$ cat config.mk
export PLATFORM = sky130hd
export DESIGN_NAME = utf8_stream_decoder_core
export DESIGN_NICKNAME = d
export VERILOG_FILES = /design/src/hdl/u8sd_pkg.sv /design/src/hdl/u8sd_front.sv /design/src/hdl/u8sd_queue.sv /design/src/hdl/u8sd_back.sv /design/src/hdl/utf8_stream_decoder_core.sv
export SDC_FILE = /design/constraint.sdc
export NUM_CORES = 1
export LEC_CHECK = 0
export BUFFER_PORTS_ARGS = -buffer_cell sky130_fd_sc_hd__buf_4
export CAP_MARGIN = 20
export CORE_MARGIN = 1.5
export CORE_UTILIZATION = 55
export CTS_CLUSTER_SIZE = 30
export DETAILED_ROUTE_END_ITERATION = 10
export PLACE_DENSITY_LB_ADDON = 0.3
export SLEW_MARGIN = 20
export SYNTH_ARGS = -nofsm -noshare
export SYNTH_HDL_FRONTEND = slang
export SYNTH_SLANG_ARGS = --single-unit
$ cat constraint.sdc
create_clock -name clk -period 3.3 [get_ports clk]
set_clock_uncertainty 0.1 [all_clocks]
set_input_delay 0.33 -clock clk [delete_from_list [all_inputs] [get_ports clk]]
set_output_delay 0.33 -clock clk [all_outputs]
set_load 0.05 [all_outputs]
$ cat src/hdl/u8sd_pkg.sv
`default_nettype none

package u8sd_pkg;

    // Replacement character emitted for every rejected byte.
    localparam logic [20:0] REPL_CP = 21'h00FFFD;

    // Upper bound and sub-ranges used by the sequence checks.
    localparam logic [20:0] MIN_CP_2B   = 21'h000080;
    localparam logic [20:0] MIN_CP_3B   = 21'h000800;
    localparam logic [20:0] SURR_LO     = 21'h00D800;
    localparam logic [20:0] SURR_HI     = 21'h00DFFF;
    localparam logic [20:0] MIN_CP_4B   = 21'h010000;
    localparam logic [20:0] MAX_CP      = 21'h10FFFF;

    // One queued job: a run of replacement words followed by an optional
    // tail word. A job always describes at least one word.
    typedef struct packed {
        logic [1:0]  rep_count;
        logic        has_tail;
        logic [20:0] tail_cp;
        logic [2:0]  tail_seq;
        logic        tail_replaced;
        logic        tail_at_end;
    } job_t;

    // Classification of a byte seen with no sequence pending.
    typedef struct packed {
        logic        has_result;
        logic [20:0] code_point;
        logic [2:0]  seq_bytes;
        logic        replaced;
        logic        at_end;
        logic        is_lead;
        logic [1:0]  need;
    } lead_class_t;

endpackage

`default_nettype wire

$ cat src/hdl/u8sd_front.sv
`default_nettype none

module u8sd_front (
    input  wire logic          clk,
    input  wire logic          rst_n,
    input  wire logic          take,
    input  wire logic [7:0]    in_byte,
    output logic               job_valid,
    output u8sd_pkg::job_t     job
);

    logic [7:0] lead_reg, lead_next;
    logic [5:0] cont_reg [2];
    logic [1:0] need_reg, need_next;
    logic [1:0] have_reg, have_next;
    logic       cont_we;

    u8sd_pkg::lead_class_t lc;
    logic        is_cont;
    logic [5:0]  cl;
    logic [20:0] seq_cp;
    logic        seq_ok;

    function automatic u8sd_pkg::lead_class_t classify(input logic [7:0] b);
        u8sd_pkg::lead_class_t r;
        r = '0;
        if (b == 8'h00) begin
            r.has_result = 1'b1;
            r.at_end     = 1'b1;
        end
        else if (b[7] == 1'b0) begin
            r.has_result = 1'b1;
            r.code_point = {13'd0, b};
            r.seq_bytes  = 3'd1;
        end
        else if (b[7:6] == 2'b10 || b[7:3] == 5'b11111) begin
            r.has_result = 1'b1;
            r.code_point = u8sd_pkg::REPL_CP;
            r.seq_bytes  = 3'd1;
            r.replaced   = 1'b1;
        end
        else begin
            r.is_lead = 1'b1;
            if (b[5] == 1'b0) begin
                r.need = 2'd1;
            end
            else if (b[4] == 1'b0) begin
                r.need = 2'd2;
            end
            else begin
                r.need = 2'd3;
            end
        end
        return r;
    endfunction

    always_comb begin
        lc      = classify(in_byte);
        is_cont = (in_byte[7:6] == 2'b10);
        cl      = in_byte[5:0];

        case (need_reg)
            2'd1: begin
                seq_cp = {10'd0, lead_reg[4:0], cl};
                seq_ok = (seq_cp >= u8sd_pkg::MIN_CP_2B);
            end
            2'd2: begin
                seq_cp = {5'd0, lead_reg[3:0], cont_reg[0], cl};
                seq_ok = (seq_cp >= u8sd_pkg::MIN_CP_3B)
                      && !(seq_cp >= u8sd_pkg::SURR_LO && seq_cp <= u8sd_pkg::SURR_HI);
            end
            default: begin
                seq_cp = {lead_reg[2:0], cont_reg[0], cont_reg[1], cl};
                seq_ok = (seq_cp >= u8sd_pkg::MIN_CP_4B) && (seq_cp <= u8sd_pkg::MAX_CP);
            end
        endcase
    end

    always_comb begin
        job       = '0;
        job_valid = 1'b0;
        lead_next = lead_reg;
        need_next = need_reg;
        have_next = have_reg;
        cont_we   = 1'b0;

        if (need_reg == 2'd0 || !is_cont) begin
            // Either nothing is pending, or the pending sequence is broken:
            // replace the lead and each buffered byte, then treat the new
            // byte as a fresh lead.
            if (need_reg != 2'd0) begin
                job.rep_count = have_reg + 2'd1;
                job_valid     = 1'b1;
            end
            need_next = 2'd0;
            have_next = 2'd0;
            if (lc.has_result) begin
                job_valid         = 1'b1;
                job.has_tail      = 1'b1;
                job.tail_cp       = lc.code_point;
                job.tail_seq      = lc.seq_bytes;
                job.tail_replaced = lc.replaced;
                job.tail_at_end   = lc.at_end;
            end
            if (lc.is_lead) begin
                lead_next = in_byte;
                need_next = lc.need;
            end
        end
        else if (have_reg + 2'd1 < need_reg) begin
            cont_we   = 1'b1;
            have_next = have_reg + 2'd1;
        end
        else begin
            need_next    = 2'd0;
            have_next    = 2'd0;
            job_valid    = 1'b1;
            job.has_tail = 1'b1;
            if (seq_ok) begin
                job.tail_cp  = seq_cp;
                job.tail_seq = {1'b0, need_reg} + 3'd1;
            end
            else begin
                // Value out of range: the closing byte is replaced too.
                job.rep_count     = have_reg + 2'd1;
                job.tail_cp       = u8sd_pkg::REPL_CP;
                job.tail_seq      = 3'd1;
                job.tail_replaced = 1'b1;
            end
        end
    end

    always_ff @(posedge clk or negedge rst_n) begin
        if (!rst_n) begin
            lead_reg <= 8'd0;
            need_reg <= 2'd0;
            have_reg <= 2'd0;
        end
        else if (take) begin
            lead_reg <= lead_next;
            need_reg <= need_next;
            have_reg <= have_next;
        end
    end

    always_ff @(posedge clk) begin
        if (take && cont_we) begin
            cont_reg[have_reg[0]] <= cl;
        end
    end

    a_idle_empty: assert property (@(posedge clk) disable iff (!rst_n)
        need_reg == 2'd0 |-> have_reg == 2'd0)
        else $error("continuation bytes buffered with no lead pending");

    a_have_below_need: assert property (@(posedge clk) disable iff (!rst_n)
        need_reg != 2'd0 |-> have_reg < need_reg)
        else $error("buffered count reached the sequence length");

endmodule

`default_nettype wire

$ cat src/hdl/u8sd_queue.sv
`default_nettype none

module u8sd_queue #(
    parameter int DEPTH = 4
) (
    input  wire logic           clk,
    input  wire logic           rst_n,
    input  wire logic           push,
    input  wire u8sd_pkg::job_t push_job,
    input  wire logic           pop,
    output u8sd_pkg::job_t      head_job,
    output logic                head_valid,
    output logic                full
);

    localparam int PW = (DEPTH > 1) ? $clog2(DEPTH) : 1;
    localparam int CW = $clog2(DEPTH + 1);
    localparam logic [PW-1:0] LAST_PTR = PW'(DEPTH - 1);
    localparam logic [CW-1:0] DEPTH_C  = CW'(DEPTH);

    u8sd_pkg::job_t mem [DEPTH];
    logic [PW-1:0]  wr_ptr_reg, rd_ptr_reg;
    logic [CW-1:0]  count_reg;
    logic           do_push, do_pop;

    assign full       = (count_reg == DEPTH_C);
    assign head_valid = (count_reg != '0);
    assign head_job   = mem[rd_ptr_reg];
    assign do_push    = push && !full;
    assign do_pop     = pop && head_valid;

    always_ff @(posedge clk) begin
        if (do_push) begin
            mem[wr_ptr_reg] <= push_job;
        end
    end

    always_ff @(posedge clk or negedge rst_n) begin
        if (!rst_n) begin
            wr_ptr_reg <= '0;
            rd_ptr_reg <= '0;
            count_reg  <= '0;
        end
        else begin
            if (do_push) begin
                wr_ptr_reg <= (wr_ptr_reg == LAST_PTR) ? '0 : wr_ptr_reg + 1'b1;
            end
            if (do_pop) begin
                rd_ptr_reg <= (rd_ptr_reg == LAST_PTR) ? '0 : rd_ptr_reg + 1'b1;
            end
            if (do_push && !do_pop) begin
                count_reg <= count_reg + 1'b1;
            end
            else if (do_pop && !do_push) begin
                count_reg <= count_reg - 1'b1;
            end
        end
    end

    a_count_bound: assert property (@(posedge clk) disable iff (!rst_n)
        count_reg <= DEPTH_C)
        else $error("job queue count beyond its depth");

endmodule

`default_nettype wire

$ cat src/hdl/u8sd_back.sv
`default_nettype none

module u8sd_back (
    input  wire logic           clk,
    input  wire logic           rst_n,
    input  wire logic           head_valid,
    input  wire u8sd_pkg::job_t head_job,
    output logic                pop,
    output logic                out_valid,
    input  wire logic           out_stall,
    output logic [20:0]         code_point,
    output logic [2:0]          seq_bytes,
    output logic                replaced,
    output logic                at_end,
    output logic                last_of_run
);

    logic [1:0]  idx_reg;
    logic        out_valid_reg;
    logic [20:0] cp_reg;
    logic [2:0]  seq_reg;
    logic        rep_reg, end_reg, last_reg;

    logic [2:0]  total;
    logic        is_last, load, in_rep;

    always_comb begin
        total   = {1'b0, head_job.rep_count} + {2'd0, head_job.has_tail};
        is_last = ({1'b0, idx_reg} == total - 3'd1);
        in_rep  = (idx_reg < head_job.rep_count);
        load    = head_valid && (!out_valid_reg || !out_stall);
        pop     = load && is_last;
    end

    always_ff @(posedge clk or negedge rst_n) begin
        if (!rst_n) begin
            out_valid_reg <= 1'b0;
            idx_reg       <= 2'd0;
        end
        else begin
            if (load) begin
                out_valid_reg <= 1'b1;
                idx_reg       <= is_last ? 2'd0 : idx_reg + 2'd1;
            end
            else if (!out_stall) begin
                out_valid_reg <= 1'b0;
            end
        end
    end

    always_ff @(posedge clk) begin
        if (load) begin
            last_reg <= is_last;
            if (in_rep) begin
                cp_reg  <= u8sd_pkg::REPL_CP;
                seq_reg <= 3'd1;
                rep_reg <= 1'b1;
                end_reg <= 1'b0;
            end
            else begin
                cp_reg  <= head_job.tail_cp;
                seq_reg <= head_job.tail_seq;
                rep_reg <= head_job.tail_replaced;
                end_reg <= head_job.tail_at_end;
            end
        end
    end

    assign out_valid   = out_valid_reg;
    assign code_point  = cp_reg;
    assign seq_bytes   = seq_reg;
    assign replaced    = rep_reg;
    assign at_end      = end_reg;
    assign last_of_run = last_reg;

    a_job_held: assert property (@(posedge clk) disable iff (!rst_n)
        idx_reg != 2'd0 |-> head_valid)
        else $error("job left the queue before all its words were sent");

endmodule

`default_nettype wire

$ cat src/hdl/utf8_stream_decoder_core.sv
`default_nettype none

// Channel | Role   | Handshake             | Word fields
// --------+--------+-----------------------+------------------------------------------------
// in      | sink   | in_valid / in_stall   | in_byte
// out     | source | out_valid / out_stall | code_point, seq_bytes, replaced, at_end, last_of_run
//
// A byte is taken at every edge at which the job queue has room, so bytes can follow
// back to back. Its job is queued at that same edge and, with the queue empty and the
// output register free, its first word is presented right after the next edge.
// A byte causes zero to four words and the output sends one word per cycle while out_stall is low.
// Reset clears the pending sequence, the job queue and the output valid flag.
// in_stall rises only while the job queue is full; out_stall holds the current word.

module utf8_stream_decoder_core #(
    parameter int QUEUE_DEPTH = 4
) (
    input  wire logic        clk,
    input  wire logic        rst_n,
    input  wire logic        in_valid,
    output logic             in_stall,
    input  wire logic [7:0]  in_byte,
    output logic             out_valid,
    input  wire logic        out_stall,
    output logic [20:0]      code_point,
    output logic [2:0]       seq_bytes,
    output logic             replaced,
    output logic             at_end,
    output logic             last_of_run
);

    // The front end holds the pending lead and continuation bytes and turns
    // each accepted byte into at most one job. A job is a count of
    // replacement words plus an optional final word, so a broken sequence
    // never needs more than one queue entry.
    logic           take;
    logic           job_valid;
    u8sd_pkg::job_t job;

    // Queue between front and back so that a burst of replacement words
    // does not stall the byte stream at once.
    u8sd_pkg::job_t head_job;
    logic           head_valid;
    logic           queue_full;
    logic           pop;

    assign in_stall = queue_full;
    assign take     = in_valid && !queue_full;

    u8sd_front u_front (
        .clk       (clk),
        .rst_n     (rst_n),
        .take      (take),
        .in_byte   (in_byte),
        .job_valid (job_valid),
        .job       (job)
    );

    u8sd_queue #(
        .DEPTH (QUEUE_DEPTH)
    ) u_queue (
        .clk        (clk),
        .rst_n      (rst_n),
        .push       (take && job_valid),
        .push_job   (job),
        .pop        (pop),
        .head_job   (head_job),
        .head_valid (head_valid),
        .full       (queue_full)
    );

    // The back end expands the head job into words, one per cycle while out_stall
    // is low, through a single output register.
    u8sd_back u_back (
        .clk         (clk),
        .rst_n       (rst_n),
        .head_valid  (head_valid),
        .head_job    (head_job),
        .pop         (pop),
        .out_valid   (out_valid),
        .out_stall   (out_stall),
        .code_point  (code_point),
        .seq_bytes   (seq_bytes),
        .replaced    (replaced),
        .at_end      (at_end),
        .last_of_run (last_of_run)
    );

endmodule

`default_nettype wire
==> impl_summary.md <==
Run status
The flow ran to the end, and the final reports show no timing, DRC or antenna violations.

Global routing
The number of antenna violations at the first check in global routing was 0. Entering global routing, the biggest net connects 32 pins. The first global-routing pass estimated 21400 um of wire. The via count of the first global-routing pass came to 3914.

In the global route stage, overall resource usage came out at 20.6%. After global routing the overflow that remains totals 0.

Clocking
The buffer levels on the longest clock path is 2. The tree built by TritonCTS fans out to 174 sinks. The maximum level of the CTS H-tree is 4.

After clock tree synthesis, the clock-pin slew on the worst setup and hold paths is 0.06 ns. The clock latency reported for the late side of the worst-skew pair is 0.42 ns. The TritonCTS buffer count is 17. The CTS tree is yes. CTS placed an instance of sky130_fd_sc_hd__clkbuf_16 at the clock tree root.

STA
The count of final hold-check violations is 0. Static timing analysis puts the maximum clock frequency at 0.324 GHz. Setup repair after global routing left no endpoint under its margin. The share of the clock period used by the worst path after layout is 93.5%.

The max-slew violation total from the final report is 0. For the final routed database, the setup TNS stands at 0 ns. The final-report setup violation count is 0. The normalized max-slew margin is 35.7%.

The measured slew at the worst slew-check pin is 0.962 ns. Once routing completed, OpenROAD measured the worst setup slack at 0.214 ns. The clock period minus final worst setup slack is 3.09 ns.

Floorplan
The top-level I/O count is 41. After floorplanning, the core was sized to cover 0.0128 sq mm. Once the floorplan was initialized, standard cells occupied 56.9% of the core. The number of standard-cell rows in the floorplan is 41. The area of the die is 0.0139 sq mm.

The chip width is 118 um. The die is 118 um tall.

Worst hold path
Along the worst hold path, the cell count comes to 1. The worst min-delay path startpoint is in_byte[0]. The type of the most critical hold path is in2reg.

The hold path endpoint is u_front.cont_reg[1][0].

Setup path
STA puts the critical path data required time at 3.50 ns. In this run the critical register-to-register path is launched from u_queue.rd_ptr_reg[0]. In this design, the stage delay of the slowest critical-path cell is 0.54 ns. Along the worst path, the maximum fanout reaches 5. The slowest stage of the critical path is the sky130_fd_sc_hd__mux4_2 cell. Data on the critical path arrives at its endpoint at 3.29 ns.

The signal on the critical path passes through mux4_2 > inv_1 > ha_1 > ha_1 > xnor2_1 > nor3_2 > nand2_1 > ha_2 > inv_1 > fa_1 > mux2_2. The destination of the worst register-to-register timing path is u_queue.count_reg[1]. The logic depth of the worst register-to-register path is 11.

The startpoint class of the critical path is a register. STA classifies the critical path endpoint as a register. The setup slack of the worst register-to-register path is 0.21 ns.

The setup path with the least slack is of type reg2reg.

Flow run
Across the run, the number of max-cap violations was 0.

Placement
The wire-length estimate of the detail-placed layout is 8130 um. At the end of routability-driven placement, the weighted congestion stood at 0.824. The cell total after placement is 631.

The placement-stage worst setup slack is 0.0923 ns. The number of buffers inserted by port buffering is 40.

Power and ir drop
Summed over all cells, the static leakage comes to 2.98 nW. Dividing total power by cell area gives a power density of 968 mW/mm^2. The worst-case IR drop observed on VDD is 505 uV.

Logic synthesis
The share of flip-flops with an asynchronous set or reset is 10.9%. The post-synthesis cell area is 0.00727 sq mm. In this run, synthesis inferred 155 flip-flops with an integrated enable.

The count of warnings emitted by yosys is 0. The portion of the post-synthesis area used by sequential elements is 70.5%. The synthesized netlist net count is 448.

The number of synthesized register bits is 174. Counting distinct cell types in the post-synthesis netlist gives 55. The main flop type after synthesis is sky130_fd_sc_hd__edfxtp_1.

Synthesis handed over a netlist of 421 instances. The mean area per synthesized cell is 17.3 sq um.

Routing
The initial DRC count is 319. The routed layout has 3869 vias. The final antenna-violating net count is 0. The average routed wire per standard cell is 19.8 um. The total wirelength of the detailed-routed design is 13200 um.

The number of iterations in the first detailed-routing pass is 5. The number of DRC violations after detailed routing is 0. The average via count per standard cell is 5.82.

Layout
The proportion of layout cells with a drive suffix above 1 is 28.4%. The antenna diode count is 0. The net total in the final layout is 508. Excluding fillers, the count of instances in the completed layout stands at 665. The number of flip-flops under the largest register name is 116. The area growth from synthesis to layout is 16.5%.
==> cell usage in the layout (no fill, tap or decap), drive strengths merged, types with 6 or more instances in the layout <==
cell | Yosys | final
dfrtp | 19 | 19
ha | 14 | 14
o21ai | 14 | 14
a31oi | 9 | 9
or2 | 17 | 17
nor2 | 10 | 10
mux4 | 29 | 29
clkbuf | 4 | 17
nand2 | 13 | 13
inv | 14 | 16
buf | 12 | 56
edfxtp | 155 | 155
and2 | 11 | 11
mux2 | 10 | 10
clkinv | 0 | 6
a21oi | 7 | 7
a22oi | 6 | 6
nor2b | 17 | 17
==> critical path, delay by kind of cell (launching register included) <==
kind | cells | cell delay (ns)
adder cells (fa/ha/maj) | 4 | 1.05
multiplexers | 2 | 0.81
XOR/XNOR | 1 | 0.14
buffers and inverters | 2 | 0.13
AND/OR/NAND/NOR | 2 | 0.33
flip-flops | 1 | 0.42
==> repair_timing <==
action / in CTS / in global routing
hold buffers: 1 / 0
gates resized for setup: 0 / 3
hold endpoints to repair: 19 / 0
buffers inserted: 0 / 2
endpoints found under the setup margin: 0 / 2
==> per-layer routing <==
metal	up-vias	global-route usage (%)	wire length [um]	part of all wire [%]
li1	1765	-	-	-
met1	1985	26.7	5470	41
met2	105	34.4	7000	53
met3	14	4.41	556	4.2
met4	0	7.85	158	1.2
met5	-	0	0	0
==> layout make-up <==
type / count / area [sq um]
Timing Repair Buffer: 57 / 468
Sequential cell: 174 / 5130
Clock inverter: 14 / 144
Inverter: 14 / 52.6
Clock buffer: 17 / 425
Multi-Input combinational cell: 217 / 2030
Fill cell: 871 / 4300
Tap cell: 172 / 215
==> how the worst max path moves through the flow <==
stage,to,cells past startpoint,slack (ns),start
2_1_floorplan,u_queue.count_reg[1],12,0.02,u_queue.rd_ptr_reg[0]
3_3_place_gp,u_queue.count_reg[1],11,0.17,u_queue.rd_ptr_reg[0]
3_5_place_dp,u_queue.count_reg[1],11,0.09,u_queue.rd_ptr_reg[0]
4_1_cts,u_queue.count_reg[1],11,0.07,u_queue.rd_ptr_reg[0]
5_1_grt,u_queue.count_reg[2],13,0.05,u_queue.rd_ptr_reg[0]
6_report,u_queue.count_reg[1],11,0.21,u_queue.rd_ptr_reg[0]
==> stage by stage <==
stage	total power, W	cell area, sq um	util (%)	hold WS, ns
5_1_grt	0.00861	8470	66.3	0.0191
3_3_place_gp	0.00623	7860	61.5	0.123
2_1_floorplan	0.00548	7280	-	-0.0656
3_5_place_dp	0.00632	7860	61.5	0.128
6_report	0.00820	8470	66.3	0.0366
4_1_cts	0.00823	8440	66.1	0.0194
==> where the power goes <==
group          switching [W]  internal [W]  leakage [nW]
logic                0.00177       0.00119          1.05
clock network       0.000783       0.00111         0.269
registers           0.000237       0.00312          1.67
==> Yosys cell counts (all sizes together) (2+ instances only) <==
master / n / area, sq um
a31oi: 9 / 56.3
nor4: 2 / 12.5
o221ai: 5 / 50.0
dfrtp: 19 / 475
ha: 14 / 175
xor2: 2 / 17.5
xnor2: 4 / 35.0
a22oi: 6 / 45.0
o211ai: 2 / 20.0
nor2: 10 / 37.5
mux2i: 2 / 20.0
nand2b: 5 / 31.3
nor3b: 2 / 15.0
or2: 17 / 106
a21oi: 7 / 38.8
edfxtp: 155 / 4650
nand3: 4 / 20.0
nand4: 2 / 12.5
mux4: 29 / 653
mux2: 10 / 113
o21ai: 14 / 70.1
nand2: 13 / 48.8
clkbuf: 4 / 15.0
buf: 12 / 67.6
inv: 14 / 52.6
and3: 5 / 36.3
nor3: 5 / 30.0
o2bb2ai: 3 / 26.3
and2: 11 / 68.8
nor2b: 17 / 106
or3: 2 / 17.5
==> kinds of logic after synthesis <==
kind of cell    after synthesis  share of synthesized area (%)
mux                          41                           10.8
compound gates               56                           5.47
buf+inv                      30                           1.86
fa+ha+maj                    15                           2.68
flops                       174                           70.5
simple gates                 99                           7.93
xor+xnor                      6                          0.723
No activity file was read; power rests on OpenSTA's default activity.
